File: src/rtl/core/linear_congruence_solver_defines.svh
// ----------------------------------------------------------------------------
// Linear congruence solver assertion macros
// Assertion helpers shared by the solver RTL; ASSERT_OFF removes them.
// ----------------------------------------------------------------------------
`ifndef LINEAR_CONGRUENCE_SOLVER_DEFINES_SVH
`define LINEAR_CONGRUENCE_SOLVER_DEFINES_SVH
`ifndef ASSERT_OFF
`define LCS_ASSERT_IMP(label, clk, rst_n, ante, cons) \
    label: assert property (@(posedge clk) disable iff (!(rst_n)) (ante) |-> (cons)) \
        else $error("assertion failed");
`define LCS_ASSERT_NEXT(label, clk, rst_n, ante, cons) \
    label: assert property (@(posedge clk) disable iff (!(rst_n)) (ante) |=> (cons)) \
        else $error("assertion failed");
`else
`define LCS_ASSERT_IMP(label, clk, rst_n, ante, cons)
`define LCS_ASSERT_NEXT(label, clk, rst_n, ante, cons)
`endif
`endif

File: src/rtl/core/lcs_pkg.sv
// ----------------------------------------------------------------------------
// Linear congruence solver package
// Sequencer state encoding, divider status struct and reduction count.
// ----------------------------------------------------------------------------
`default_nettype none
package lcs_pkg;
    typedef enum logic [11:0] {
        ST_IDLE   = 12'b000000000001,
        ST_RED    = 12'b000000000010,
        ST_DIFF   = 12'b000000000100,
        ST_GCD    = 12'b000000001000,
        ST_CHK    = 12'b000000010000,
        ST_T      = 12'b000000100000,
        ST_NORM   = 12'b000001000000,
        ST_INV    = 12'b000010000000,
        ST_MUL    = 12'b000100000000,
        ST_FIN    = 12'b001000000000,
        ST_OUT    = 12'b010000000000,
        ST_WAIT   = 12'b100000000000
    } state_t;

    typedef struct packed {
        logic busy;
        logic done;
    } div_ctl_t;

    localparam int unsigned RED_OPS = 4;
endpackage
`default_nettype wire

File: src/rtl/core/lcs_divider.sv
// ----------------------------------------------------------------------------
// Linear congruence solver serial divider
// Restoring division, one quotient bit per cycle.
// ----------------------------------------------------------------------------
`default_nettype none
`include "linear_congruence_solver_defines.svh"
module lcs_divider #(
    parameter int unsigned W = 32
) (
    input  wire logic            aclk,
    input  wire logic            aresetn,
    input  wire logic            start,
    input  wire logic [W-1:0]    dividend,
    input  wire logic [W-1:0]    divisor,
    output logic                 busy,
    output logic                 done,
    output logic [W-1:0]         quotient,
    output logic [W-1:0]         remainder
);
    localparam int unsigned CW = $clog2(W + 1);

    logic [W-1:0]  rem_reg, rem_next;
    logic [W-1:0]  quo_reg, quo_next;
    logic [W-1:0]  dvs_reg, dvs_next;
    logic [CW-1:0] cnt_reg, cnt_next;
    logic          busy_reg, busy_next;
    logic          done_reg, done_next;
    logic [W:0]    trial;
    logic [W:0]    shifted;

    always_comb begin
        rem_next  = rem_reg;
        quo_next  = quo_reg;
        dvs_next  = dvs_reg;
        cnt_next  = cnt_reg;
        busy_next = busy_reg;
        done_next = 1'b0;
        shifted   = {rem_reg, quo_reg[W-1]};
        trial     = shifted - {1'b0, dvs_reg};
        if (start) begin
            rem_next  = '0;
            quo_next  = dividend;
            dvs_next  = divisor;
            cnt_next  = CW'(W);
            busy_next = 1'b1;
        end else if (busy_reg) begin
            if (!trial[W]) begin
                rem_next = trial[W-1:0];
                quo_next = {quo_reg[W-2:0], 1'b1};
            end else begin
                rem_next = shifted[W-1:0];
                quo_next = {quo_reg[W-2:0], 1'b0};
            end
            cnt_next = cnt_reg - 1'b1;
            if (cnt_reg == CW'(1)) begin
                busy_next = 1'b0;
                done_next = 1'b1;
            end
        end
    end

    always_ff @(posedge aclk) begin
        if (!aresetn) begin
            busy_reg <= 1'b0;
            done_reg <= 1'b0;
            cnt_reg  <= '0;
        end else begin
            busy_reg <= busy_next;
            done_reg <= done_next;
            cnt_reg  <= cnt_next;
        end
        rem_reg <= rem_next;
        quo_reg <= quo_next;
        dvs_reg <= dvs_next;
    end

    assign busy      = busy_reg;
    assign done      = done_reg;
    assign quotient  = quo_reg;
    assign remainder = rem_reg;

    `LCS_ASSERT_IMP(a_done_not_busy, aclk, aresetn, done_reg, !busy_reg)
    `LCS_ASSERT_NEXT(a_start_busy, aclk, aresetn, start, busy_reg)
    `LCS_ASSERT_IMP(a_cnt_busy, aclk, aresetn, busy_reg, cnt_reg != '0)
endmodule
`default_nettype wire

File: src/rtl/core/linear_congruence_solver.sv
// ----------------------------------------------------------------------------
// Linear congruence solver
// Solves (step_first - step_second) * x = start_second - start_first mod
// ring_length with a serial divider and bit-serial modular multiplication.
// ----------------------------------------------------------------------------
// Steps: one division per gcd step, one division and one serial multiply per
//   inverse step, up to 2*W+2 steps each, plus four reductions.
// Throughput: one transaction at a time, through the shared divider and the
//   multiplier, each of which handles one bit per cycle.
// Reset: synchronous active-low aresetn returns the sequencer to idle.
// ----------------------------------------------------------------------------
`default_nettype none
`include "linear_congruence_solver_defines.svh"
module linear_congruence_solver #(
    parameter int unsigned WIDTH = 32
) (
    input  wire logic              aclk,
    input  wire logic              aresetn,
    input  wire logic              s_tvalid,
    output logic                   s_tready,
    // start_first, start_second, step_first, step_second, ring_length
    input  wire logic [5*(WIDTH-1)+((8-((5*(WIDTH-1))%8))%8)-1:0] s_tdata,
    output logic                   m_tvalid,
    input  wire logic              m_tready,
    // jump_count
    output logic [WIDTH-1+((8-((WIDTH-1)%8))%8)-1:0] m_tdata,
    // no_solution
    output logic                   m_tuser
);
    localparam int unsigned FW = WIDTH - 1;
    localparam int unsigned W  = WIDTH;
    localparam int unsigned OW = WIDTH - 1 + ((8 - ((WIDTH - 1) % 8)) % 8);
    localparam int unsigned LB = 2 * WIDTH + 2;
    localparam int unsigned LW = $clog2(LB + 1);
    localparam int unsigned MW = $clog2(W + 1);

    lcs_pkg::state_t st_reg, st_next;

    logic [W-1:0] len_reg, len_next;
    logic [W-1:0] sa_reg, sa_next, sb_reg, sb_next;
    logic [W-1:0] ma_reg, ma_next, mb_reg, mb_next;
    logic [W-1:0] diff_reg, diff_next, offs_reg, offs_next;
    logic [W-1:0] u_reg, u_next, v_reg, v_next;
    logic [W-1:0] t_reg, t_next;
    logic [W-1:0] s0_reg, s0_next, s1_reg, s1_next;
    logic [W-1:0] acc_reg, acc_next, p_reg, p_next, q_reg, q_next;
    logic [W-1:0] res_reg, res_next;
    logic         nos_reg, nos_next;
    logic [LW-1:0] it_reg, it_next;
    logic [2:0]   sub_reg, sub_next;
    logic [MW-1:0] mc_reg, mc_next;
    logic         dwait_reg, dwait_next;
    logic         mfin_reg, mfin_next;

    logic         dv_start;
    logic [W-1:0] dv_a, dv_b, dv_q, dv_r;
    lcs_pkg::div_ctl_t dctl;
    logic [W:0]   add_sum, dbl_sum;
    logic [W-1:0] add_mod, dbl_mod;

    lcs_divider #(.W(W)) u_div (
        .aclk(aclk), .aresetn(aresetn), .start(dv_start),
        .dividend(dv_a), .divisor(dv_b),
        .busy(dctl.busy), .done(dctl.done),
        .quotient(dv_q), .remainder(dv_r)
    );

    // Modular add/double for the bit-serial multiplier (operands at most t).
    always_comb begin
        add_sum = {1'b0, acc_reg} + {1'b0, p_reg};
        add_mod = (add_sum >= {1'b0, t_reg}) ? W'(add_sum - {1'b0, t_reg})
                                             : add_sum[W-1:0];
        dbl_sum = {p_reg, 1'b0};
        dbl_mod = (dbl_sum >= {1'b0, t_reg}) ? W'(dbl_sum - {1'b0, t_reg})
                                             : dbl_sum[W-1:0];
    end

    always_comb begin
        st_next = st_reg;
        len_next = len_reg; sa_next = sa_reg; sb_next = sb_reg;
        ma_next = ma_reg; mb_next = mb_reg;
        diff_next = diff_reg; offs_next = offs_reg;
        u_next = u_reg; v_next = v_reg; t_next = t_reg;
        s0_next = s0_reg; s1_next = s1_reg;
        acc_next = acc_reg; p_next = p_reg; q_next = q_reg;
        res_next = res_reg; nos_next = nos_reg;
        it_next = it_reg; sub_next = sub_reg; mc_next = mc_reg;
        dwait_next = dwait_reg; mfin_next = mfin_reg;
        dv_start = 1'b0; dv_a = '0; dv_b = '0;
        case (st_reg)
            lcs_pkg::ST_IDLE: begin
                if (s_tvalid) begin
                    sa_next  = W'(s_tdata[FW-1:0]);
                    sb_next  = W'(s_tdata[2*FW-1:FW]);
                    ma_next  = W'(s_tdata[3*FW-1:2*FW]);
                    mb_next  = W'(s_tdata[4*FW-1:3*FW]);
                    len_next = W'(s_tdata[5*FW-1:4*FW]);
                    sub_next = '0;
                    dwait_next = 1'b0;
                    if (s_tdata[5*FW-1:4*FW] == '0) begin
                        nos_next = 1'b1; res_next = '0;
                        st_next = lcs_pkg::ST_OUT;
                    end else begin
                        st_next = lcs_pkg::ST_RED;
                    end
                end
            end
            lcs_pkg::ST_RED: begin
                if (!dwait_reg) begin
                    dv_start = 1'b1; dv_b = len_reg;
                    case (sub_reg)
                        3'd0: dv_a = ma_reg;
                        3'd1: dv_a = mb_reg;
                        3'd2: dv_a = sa_reg;
                        default: dv_a = sb_reg;
                    endcase
                    dwait_next = 1'b1;
                end else if (dctl.done) begin
                    dwait_next = 1'b0;
                    case (sub_reg)
                        3'd0: ma_next = dv_r;
                        3'd1: mb_next = dv_r;
                        3'd2: sa_next = dv_r;
                        default: sb_next = dv_r;
                    endcase
                    if (sub_reg == 3'(lcs_pkg::RED_OPS - 1)) begin
                        st_next = lcs_pkg::ST_DIFF;
                    end
                    sub_next = sub_reg + 1'b1;
                end
            end
            lcs_pkg::ST_DIFF: begin
                diff_next = (ma_reg >= mb_reg) ? ma_reg - mb_reg : ma_reg + (len_reg - mb_reg);
                offs_next = (sb_reg >= sa_reg) ? sb_reg - sa_reg : sb_reg + (len_reg - sa_reg);
                u_next = len_reg;
                v_next = (ma_reg >= mb_reg) ? ma_reg - mb_reg : ma_reg + (len_reg - mb_reg);
                it_next = '0;
                st_next = lcs_pkg::ST_GCD;
            end
            lcs_pkg::ST_GCD: begin
                if (!dwait_reg) begin
                    if (v_reg == '0 || it_reg == LW'(LB)) begin
                        dv_start = 1'b1; dv_a = offs_reg; dv_b = u_reg;
                        dwait_next = 1'b1;
                        st_next = lcs_pkg::ST_CHK;
                    end else begin
                        dv_start = 1'b1; dv_a = u_reg; dv_b = v_reg;
                        dwait_next = 1'b1;
                    end
                end else if (dctl.done) begin
                    dwait_next = 1'b0;
                    u_next = v_reg; v_next = dv_r;
                    it_next = it_reg + 1'b1;
                end
            end
            lcs_pkg::ST_CHK: begin
                // u holds g; the divider ran offs / g.
                if (dctl.done) begin
                    dwait_next = 1'b0;
                    if (dv_r != '0) begin
                        nos_next = 1'b1; res_next = '0;
                        st_next = lcs_pkg::ST_OUT;
                    end else begin
                        offs_next = dv_q;
                        dv_start = 1'b1; dv_a = len_reg; dv_b = u_reg;
                        dwait_next = 1'b1;
                        st_next = lcs_pkg::ST_T;
                    end
                end
            end
            lcs_pkg::ST_T: begin
                if (dwait_reg && dctl.done) begin
                    dwait_next = 1'b0;
                    t_next = dv_q;
                    nos_next = 1'b0;
                    if (dv_q <= W'(1)) begin
                        res_next = '0;
                        st_next = lcs_pkg::ST_OUT;
                    end else begin
                        dv_start = 1'b1; dv_a = diff_reg; dv_b = u_reg;
                        dwait_next = 1'b1;
                        st_next = lcs_pkg::ST_NORM;
                    end
                end
            end
            lcs_pkg::ST_NORM: begin
                // diff/g < t and offs/g < t already, so no extra reduction.
                if (dctl.done) begin
                    dwait_next = 1'b0;
                    u_next = t_reg; v_next = dv_q;
                    s0_next = '0; s1_next = W'(1);
                    it_next = '0; sub_next = '0;
                    st_next = lcs_pkg::ST_INV;
                end
            end
            lcs_pkg::ST_INV: begin
                case (sub_reg)
                    3'd0: begin
                        if (v_reg == '0 || it_reg == LW'(LB)) begin
                            acc_next = '0; p_next = s0_reg; q_next = offs_reg;
                            mc_next = MW'(W); mfin_next = 1'b1;
                            st_next = lcs_pkg::ST_MUL;
                        end else begin
                            dv_start = 1'b1; dv_a = u_reg; dv_b = v_reg;
                            sub_next = 3'd1;
                        end
                    end
                    3'd1: begin
                        if (dctl.done) begin
                            // q = r0 / r1 is at most t; a multiplicand equal
                            // to t adds nothing modulo t, as q % t would.
                            acc_next = '0; p_next = dv_q; q_next = s1_reg;
                            mc_next = MW'(W); mfin_next = 1'b0;
                            st_next = lcs_pkg::ST_MUL;
                            sub_next = 3'd2;
                        end
                    end
                    default: begin
                        s0_next = s1_reg;
                        s1_next = (s0_reg >= acc_reg) ? s0_reg - acc_reg
                                                      : s0_reg + (t_reg - acc_reg);
                        u_next = v_reg; v_next = dv_r;
                        it_next = it_reg + 1'b1;
                        sub_next = 3'd0;
                    end
                endcase
            end
            lcs_pkg::ST_MUL: begin
                if (q_reg[0]) acc_next = add_mod;
                p_next = dbl_mod;
                q_next = q_reg >> 1;
                mc_next = mc_reg - 1'b1;
                if (mc_reg == MW'(1)) begin
                    st_next = mfin_reg ? lcs_pkg::ST_FIN : lcs_pkg::ST_INV;
                end
            end
            lcs_pkg::ST_FIN: begin
                res_next = acc_reg;
                nos_next = 1'b0;
                st_next = lcs_pkg::ST_OUT;
            end
            lcs_pkg::ST_OUT: begin
                st_next = lcs_pkg::ST_WAIT;
            end
            lcs_pkg::ST_WAIT: begin
                if (m_tready) st_next = lcs_pkg::ST_IDLE;
            end
            default: st_next = lcs_pkg::ST_IDLE;
        endcase
    end

    always_ff @(posedge aclk) begin
        if (!aresetn) begin
            st_reg    <= lcs_pkg::ST_IDLE;
            dwait_reg <= 1'b0;
            sub_reg   <= '0;
            it_reg    <= '0;
            mc_reg    <= '0;
            mfin_reg  <= 1'b0;
        end else begin
            st_reg    <= st_next;
            dwait_reg <= dwait_next;
            sub_reg   <= sub_next;
            it_reg    <= it_next;
            mc_reg    <= mc_next;
            mfin_reg  <= mfin_next;
        end
        len_reg <= len_next; sa_reg <= sa_next; sb_reg <= sb_next;
        ma_reg <= ma_next; mb_reg <= mb_next;
        diff_reg <= diff_next; offs_reg <= offs_next;
        u_reg <= u_next; v_reg <= v_next; t_reg <= t_next;
        s0_reg <= s0_next; s1_reg <= s1_next;
        acc_reg <= acc_next; p_reg <= p_next; q_reg <= q_next;
        res_reg <= res_next; nos_reg <= nos_next;
    end

    assign s_tready = (st_reg == lcs_pkg::ST_IDLE);
    assign m_tvalid = (st_reg == lcs_pkg::ST_WAIT);
    assign m_tdata  = OW'(res_reg[FW-1:0]);
    assign m_tuser  = nos_reg;

    `LCS_ASSERT_IMP(a_no_overlap, aclk, aresetn, m_tvalid, !s_tready)
    `LCS_ASSERT_IMP(a_nos_zero, aclk, aresetn, m_tvalid && m_tuser, m_tdata == '0)
    `LCS_ASSERT_IMP(a_mul_idle_div, aclk, aresetn, st_reg == lcs_pkg::ST_MUL, !dctl.busy)
    `LCS_ASSERT_NEXT(a_out_wait, aclk, aresetn, st_reg == lcs_pkg::ST_OUT, m_tvalid)
endmodule
`default_nettype wire

File: config.mk
export PLATFORM = sky130hd
export DESIGN_NAME = linear_congruence_solver
export DESIGN_NICKNAME = d
export VERILOG_FILES = /design/src/rtl/core/lcs_pkg.sv /design/src/rtl/core/lcs_divider.sv /design/src/rtl/core/linear_congruence_solver.sv
export VERILOG_INCLUDE_DIRS = /design/src /design/src/rtl/core
export SDC_FILE = /design/constraint.sdc
export NUM_CORES = 2
export LEC_CHECK = 0
export CORE_UTILIZATION = 55
export CTS_CLUSTER_DIAMETER = 200
export DETAILED_ROUTE_END_ITERATION = 10
export DONT_BUFFER_PORTS = 1
export PLACE_DENSITY = 0.7
export SLEW_MARGIN = 5
export SYNTH_ARGS = -nofsm -noshare
export SYNTH_HDL_FRONTEND = slang
export SYNTH_HIERARCHICAL = 1
export SYNTH_SLANG_ARGS = --single-unit
File: constraint.sdc
create_clock -name aclk -period 6.6 [get_ports aclk]
set_input_delay 0.66 -clock aclk [delete_from_list [all_inputs] [get_ports aclk]]
set_output_delay 0.66 -clock aclk [all_outputs]
set_load 0.005 [all_outputs]
---- Word level (Yosys, flattened, before mapping) ----
Index checks and enable logic that the tools add are counted.
storage, ports and cells
  register bits ........................... 645
  bits of input ports ..................... 164
  output and inout bits ................... 35
  word-level logic and storage cells ...... 292
operators by class
  add/subtract/negate cells ............... 17
  order comparisons ....................... 6
  eq/ne operators ......................... 47
  muxes and demuxes ....................... 152
  bitwise gates (word level) .............. 2
  reductions and logical operators ........ 38
operators with widths
  kind                                                              number
  two-way mux 32 bit                                                58
  case mux 32 bit (2 select lines)                                  13
  case mux 32 bit (5 select lines)                                  2
  two-way mux 31 bit                                                9
  case mux 32 bit (4 select lines)                                  2
  subtractor 32 bit                                                 6
  two-way mux 12 bit                                                13
  case mux 12 bit (12 select lines)                                 1
  case mux 31 bit (4 select lines)                                  1
  adder 32 bit                                                      3
  >= comparator 32 bit                                              3
  case mux 32 bit (3 select lines)                                  1
  >= comparator 33 x 32 -> 1 bit                                    2
  subtractor 31 x 32 -> 32 bit                                      2
  AND reduction 5 bit                                               7
  != test 2 bit (second input constant)                             17
  adder 32 x 32 -> 33 bit                                           1
  two-way mux 11 bit                                                3
  subtractor 33 x 32 -> 33 bit                                      1
  less-or-equal comparator 32 x 1 -> 1 bit (second input constant)  1
  zero test 32 bit                                                  1
  nonzero test 32 bit                                               1
  zero test 31 bit                                                  1
  two-way mux 7 bit                                                 4
  49 further kinds                                                  109

---- Longest topological paths before layout ----
  word-level depth ........................ 6
  gate-level depth with buffers ........... 23
  mapped depth without buffers ............ 21

---- Cells and area by module ----
Netlist, hierarchy kept.
by module, submodules not included
  module                    instances  cells an instance  area an instance (um^2)  seq. area each (um^2)
  linear_congruence_solver  1          4712               43015.0                  15945.3
  lcs_divider               1          602                6110.9                   2722.6

---- Worst setup path after synthesis ----
OpenSTA, ideal clock, no wires.
  kind .................................... register -> register
  start ................................... reg st_reg[0]
  end ..................................... reg s0_reg[0] (enable)
  setup time .............................. 0.507 ns
  data arrival time ....................... 4.992 ns
  required time ........................... 6.093 ns
  slack ................................... 1.101 ns
  cell stages (with the launch flop) ...... 8
  path buffers ............................ 3
  clock period less this slack ............ 5.499 ns
  path through ............................ dfxtp_1 buf_2 nor4_4 nand3_2 or4b_2 buf_2 clkbuf_1 a21oi_1
between the ends
  word-level cells in the longest chain between the ends .. 3
  elaborated cells between the ends (all ways) .. 6
  classes of those cells .................. eq/ne: 4; reduce/logical: 2
ends and longest elaborated chain
  item                                                                            RTL line                         text
  start: declaration                                                              linear_congruence_solver.sv:37   lcs_pkg::state_t st_reg, st_next;
  start signal: assignment                                                        linear_congruence_solver.sv:254  st_reg <= lcs_pkg::ST_IDLE;
  start signal: assignment                                                        linear_congruence_solver.sv:261  st_reg <= st_next;
  equality test 12 x 8 -> 1 bit or equality test 12 x 7 -> 1 bit (tied branches)  linear_congruence_solver.sv:90   case (st_reg)
  != test 2 bit (no source line) (tied with other cells)                          --
  AND reduction 3 bit (no source line) *                                          --
  end signal: assignment                                                          linear_congruence_solver.sv:272  s0_reg <= s0_next; s1_reg <= s1_next;
  end: declaration                                                                linear_congruence_solver.sv:45   logic [W-1:0] s0_reg, s0_next, s1_reg, s1_next;
Mark *: on every way between the ends. The rest lies on a longest branch, timed or not.
A chain may end at the register's enable or synchronous reset.

---- Worst setup path in the final report ----
  start ................................... reg acc_reg[0]
  end ..................................... reg acc_reg[23] (data pin)
between the ends
  word-level cells in the longest chain between the ends .. 5
  elaborated cells between the ends (all ways) .. 6
  classes of those cells .................. add/sub: 2; order compare: 1; mux: 3
ends and longest elaborated chain
  item                                                                 RTL line                         text
  start: declaration                                                   linear_congruence_solver.sv:46   logic [W-1:0] acc_reg, acc_next, p_reg, p_next, q_reg, q_next;
  start signal: assignment                                             linear_congruence_solver.sv:273  acc_reg <= acc_next; p_reg <= p_next; q_reg <= q_next;
  adder 32 x 32 -> 33 bit *                                            linear_congruence_solver.sv:70   add_sum = {1'b0, acc_reg} + {1'b0, p_reg};
  subtractor 32 bit or >= comparator 33 x 32 -> 1 bit (tied branches)  linear_congruence_solver.sv:71   add_mod = (add_sum >= {1'b0, t_reg}) ? W'(add_sum - {1'b0, t_reg})
  two-way mux 32 bit *                                                 linear_congruence_solver.sv:71
  two-way mux 32 bit *                                                 linear_congruence_solver.sv:229  if (q_reg[0]) acc_next = add_mod;
  case mux 32 bit (2 select lines) *                                   linear_congruence_solver.sv:90
Mark *: on every way between the ends. The rest lies on a longest branch, timed or not. The select of a mux whose other input is x is not followed.

==> impl_metrics.ini <==
[outcome]
status = complete, no violations

[floorplanning]
die_area_um2 = 90520
core_area_um2 = 88370
rows = 109
die_w_um = 300.9
start_util_pct = 55.59
ios = 199
dieHeight_um = 300.9

[grt]
grt_max_degree = 121
grt_pass1_wl_mm = 242.2
first_global_vias = 39459
grt_usage_pct = 35.52
grt_overflow_total = 0
antenna_found_initial = 1

[synth]
syn_avg_cell_area_um2 = 9.245
syn_nets = 5906
ys_seq_elements = 645
yosys-top-cells-count = inv_1 (585), edfxtp_1 (575), nand2_1 (570)
yosysWarnings = 6
synth_area_leaders = edfxtp_1 (35%), ha_1 (8.4%), inv_1 (4.5%)
yosysSeqAreaShare_pct = 38.00
synth_most_common_cell = inv_1
syn-cell-area_um2 = 49130
synth-edff-count = 575
yosysUniqueCellTypes = 114
async_reset_ff_share_pct = 0
syn_inst = 5314
synth_flop_cell = edfxtp_1
synth_top_area_share_pct = 35.15
yosysTopAreaCell = edfxtp_1

[route]
num_vias = 41391
dr.pass1.iters = 9
drcViolationCount = 0
detail-route-antenna-nets = 0
avgRoutedWirePerCell_um = 25.07
wl_mm = 162.6
initialDrtViolationCount = 4480
via_per_inst = 6.383

[power_and_ir_drop]
p_leak_nw = 22.30
peakVddDrop_v = 0.0003601
pwr_density_cell_nw_per_um2 = 470.1

[clock_network]
cts_max_path_buffers = 3
h-tree-depth = 3
postCtsSetupBuffers = 0
cts_root_buf = clkbuf_16
cts.clk_slew.worst_paths_ns = 0.06
tritoncts = done
cts_hold_buf = 0
cts.sinks = 645
insertion_delay_ns = 0.66
cts_buffers = 77
cts_resized = 0

[job]
maxCapViolCount = 0

[setup_path]
crit_start = acc_reg[0]
required_ns = 7.09
worstPathMaxFanout = 39
reg2reg_depth = 22
worstSetupEndpointType = flop
cp-start-kind = flop
r2r_slack_ns = 0.88
worstReg2RegStart = acc_reg[0]
cp-endpoint = acc_reg[23]
cp.arrival_ns = 6.21
rr_endpoint = acc_reg[23]
crit_type = flop to flop

[timing]
relSlewSlack_pct = 20.85
fin_hold_ws_ns = 0.09638
fmaxAchievable_ghz = 0.1747
period_needed_ns = 5.723
slew_viol_final = 0
grt_setup_unrepaired = false
worst_pin_slew_ns = 1.187
setup_tns_ns = 0
finalSetupViolCount = 0
skew_ns = 0.02979
fin_crit_sh_pct = 86.72
hold_viol = 0

[min_path]
worstHoldPathType = primary input to flop

[layout]
nFillCells = 7702
drive_above_1_share_pct = 6.486
stdcell_area_um2 = 53040
final_net_count = 5846
syn_to_final_growth_pct = 7.964

[place]
place_area_um2 = 50430
hpwlAfterDp_mm = 125.0
portBuffers = 0
place.gp.congestion = 0.9920
-- where the power goes --
| part | leakage, nW | internal (W) | total (W) | switching, W |
|---|---|---|---|---|
| logic | 15.2 | 0.00525 | 0.0138 | 0.00852 |
| registers | 5.78 | 0.00584 | 0.00671 | 0.000877 |
| clock network | 1.28 | 0.00258 | 0.00444 | 0.00187 |
-- cell usage in the layout (no fill, tap or decap), types with 69 or more instances in the layout --
| cell type | count |
|---|---|
| o21ai_0 | 232 |
| nand3_1 | 88 |
| a211oi_1 | 93 |
| inv_1 | 585 |
| ha_1 | 328 |
| fa_1 | 100 |
| mux2i_1 | 125 |
| dfxtp_1 | 69 |
| edfxtp_1 | 575 |
| nand2_1 | 570 |
| a21oi_1 | 360 |
| xor2_1 | 88 |
| xnor2_1 | 172 |
| nor3_1 | 73 |
| clkbuf_16 | 78 |
| nor2_1 | 440 |
| a21o_1 | 146 |
| and2_1 | 89 |
-- per-layer routing --
metal	wire length, µm	global-route usage [%]	vias up
met5	22	0	-
met4	7357	14.90	2
met3	15520	5.815	324
met2	72890	56.32	2056
met1	66790	48.17	19891
li1	-	-	19118
-- cell families (layout without fill, tap and decap cells) --
logic type,count (synthesis),count (layout),synth area share (%)
and+or+nand+nor,1584,1584,15.01
AOI/OAI and AO/OA,1435,1435,20.05
buffers and inverters,791,796,6.250
DFF,645,645,38.00
adders and majority gates,428,428,12.43
xor gates and xnor gates,261,261,4.691
muxes,169,169,3.563
other,1,2,0.007633
-- layout make-up --
class / instances / area [µm²] / share of cell area [%]
multi-input cells: 3878 / 27570 / 51.97
repair buffers: 67 / 540.5 / 1.019
clock buffers: 92 / 2024 / 3.817
flip-flops and latches: 645 / 18670 / 35.20
well taps: 1165 / 1458 / 2.748
inverters: 585 / 2196 / 4.140
clock inverters: 52 / 581.8 / 1.097
diodes: 1 / 2.502 / 0.004718
-- worst max-delay path, cell delays in order, from the launching register on --
cell and delay (ns):
edfxtp_1 0.43, ha_1 0.27, fa_1 0.43, a211oi_1 0.28, o21ai_0 0.27, a21boi_2 0.24, o21ai_2 0.14, a21oi_1 0.25
a21oi_1 0.22, a21oi_1 0.22, xnor2_1 0.17, ha_1 0.34, a21o_1 0.21, a21o_1 0.18, a21oi_1 0.19, nor2b_1 0.07
a41o_1 0.21, a2111oi_2 0.34, nor2_1 0.11, a21o_2 0.26, buf_12 0.20, or3b_1 0.39, a21oi_1 0.14
-- stage by stage --
step                util (%)  std cells  setup WS [ns]  power, W
floorplan                  -       5314          1.101   0.01619
global placement       57.06       6340         0.9617   0.01992
detailed placement     57.06       6340         0.8670   0.02006
CTS                    60.01       6484         0.8589   0.02456
global route           60.01       6484         0.4520   0.02631
finish                 60.02       6485         0.8765   0.02493
-- how the worst min path moves through the flow --
stage                           from               end  slack (ns)  cells after the start
floorplan                   mfin_reg         st_reg[9]        0.43                      2
CTS                     s_tdata[136]       len_reg[12]        0.06                      0
detailed placement          mfin_reg         st_reg[9]        0.48                      2
finish                  s_tdata[136]       len_reg[12]         0.1                      0
global route            s_tdata[136]       len_reg[12]        0.07                      0
global placement    u_div/cnt_reg[0]  u_div/cnt_reg[0]        0.48                      2
Note: power is estimated with default switching activity, not from simulation.
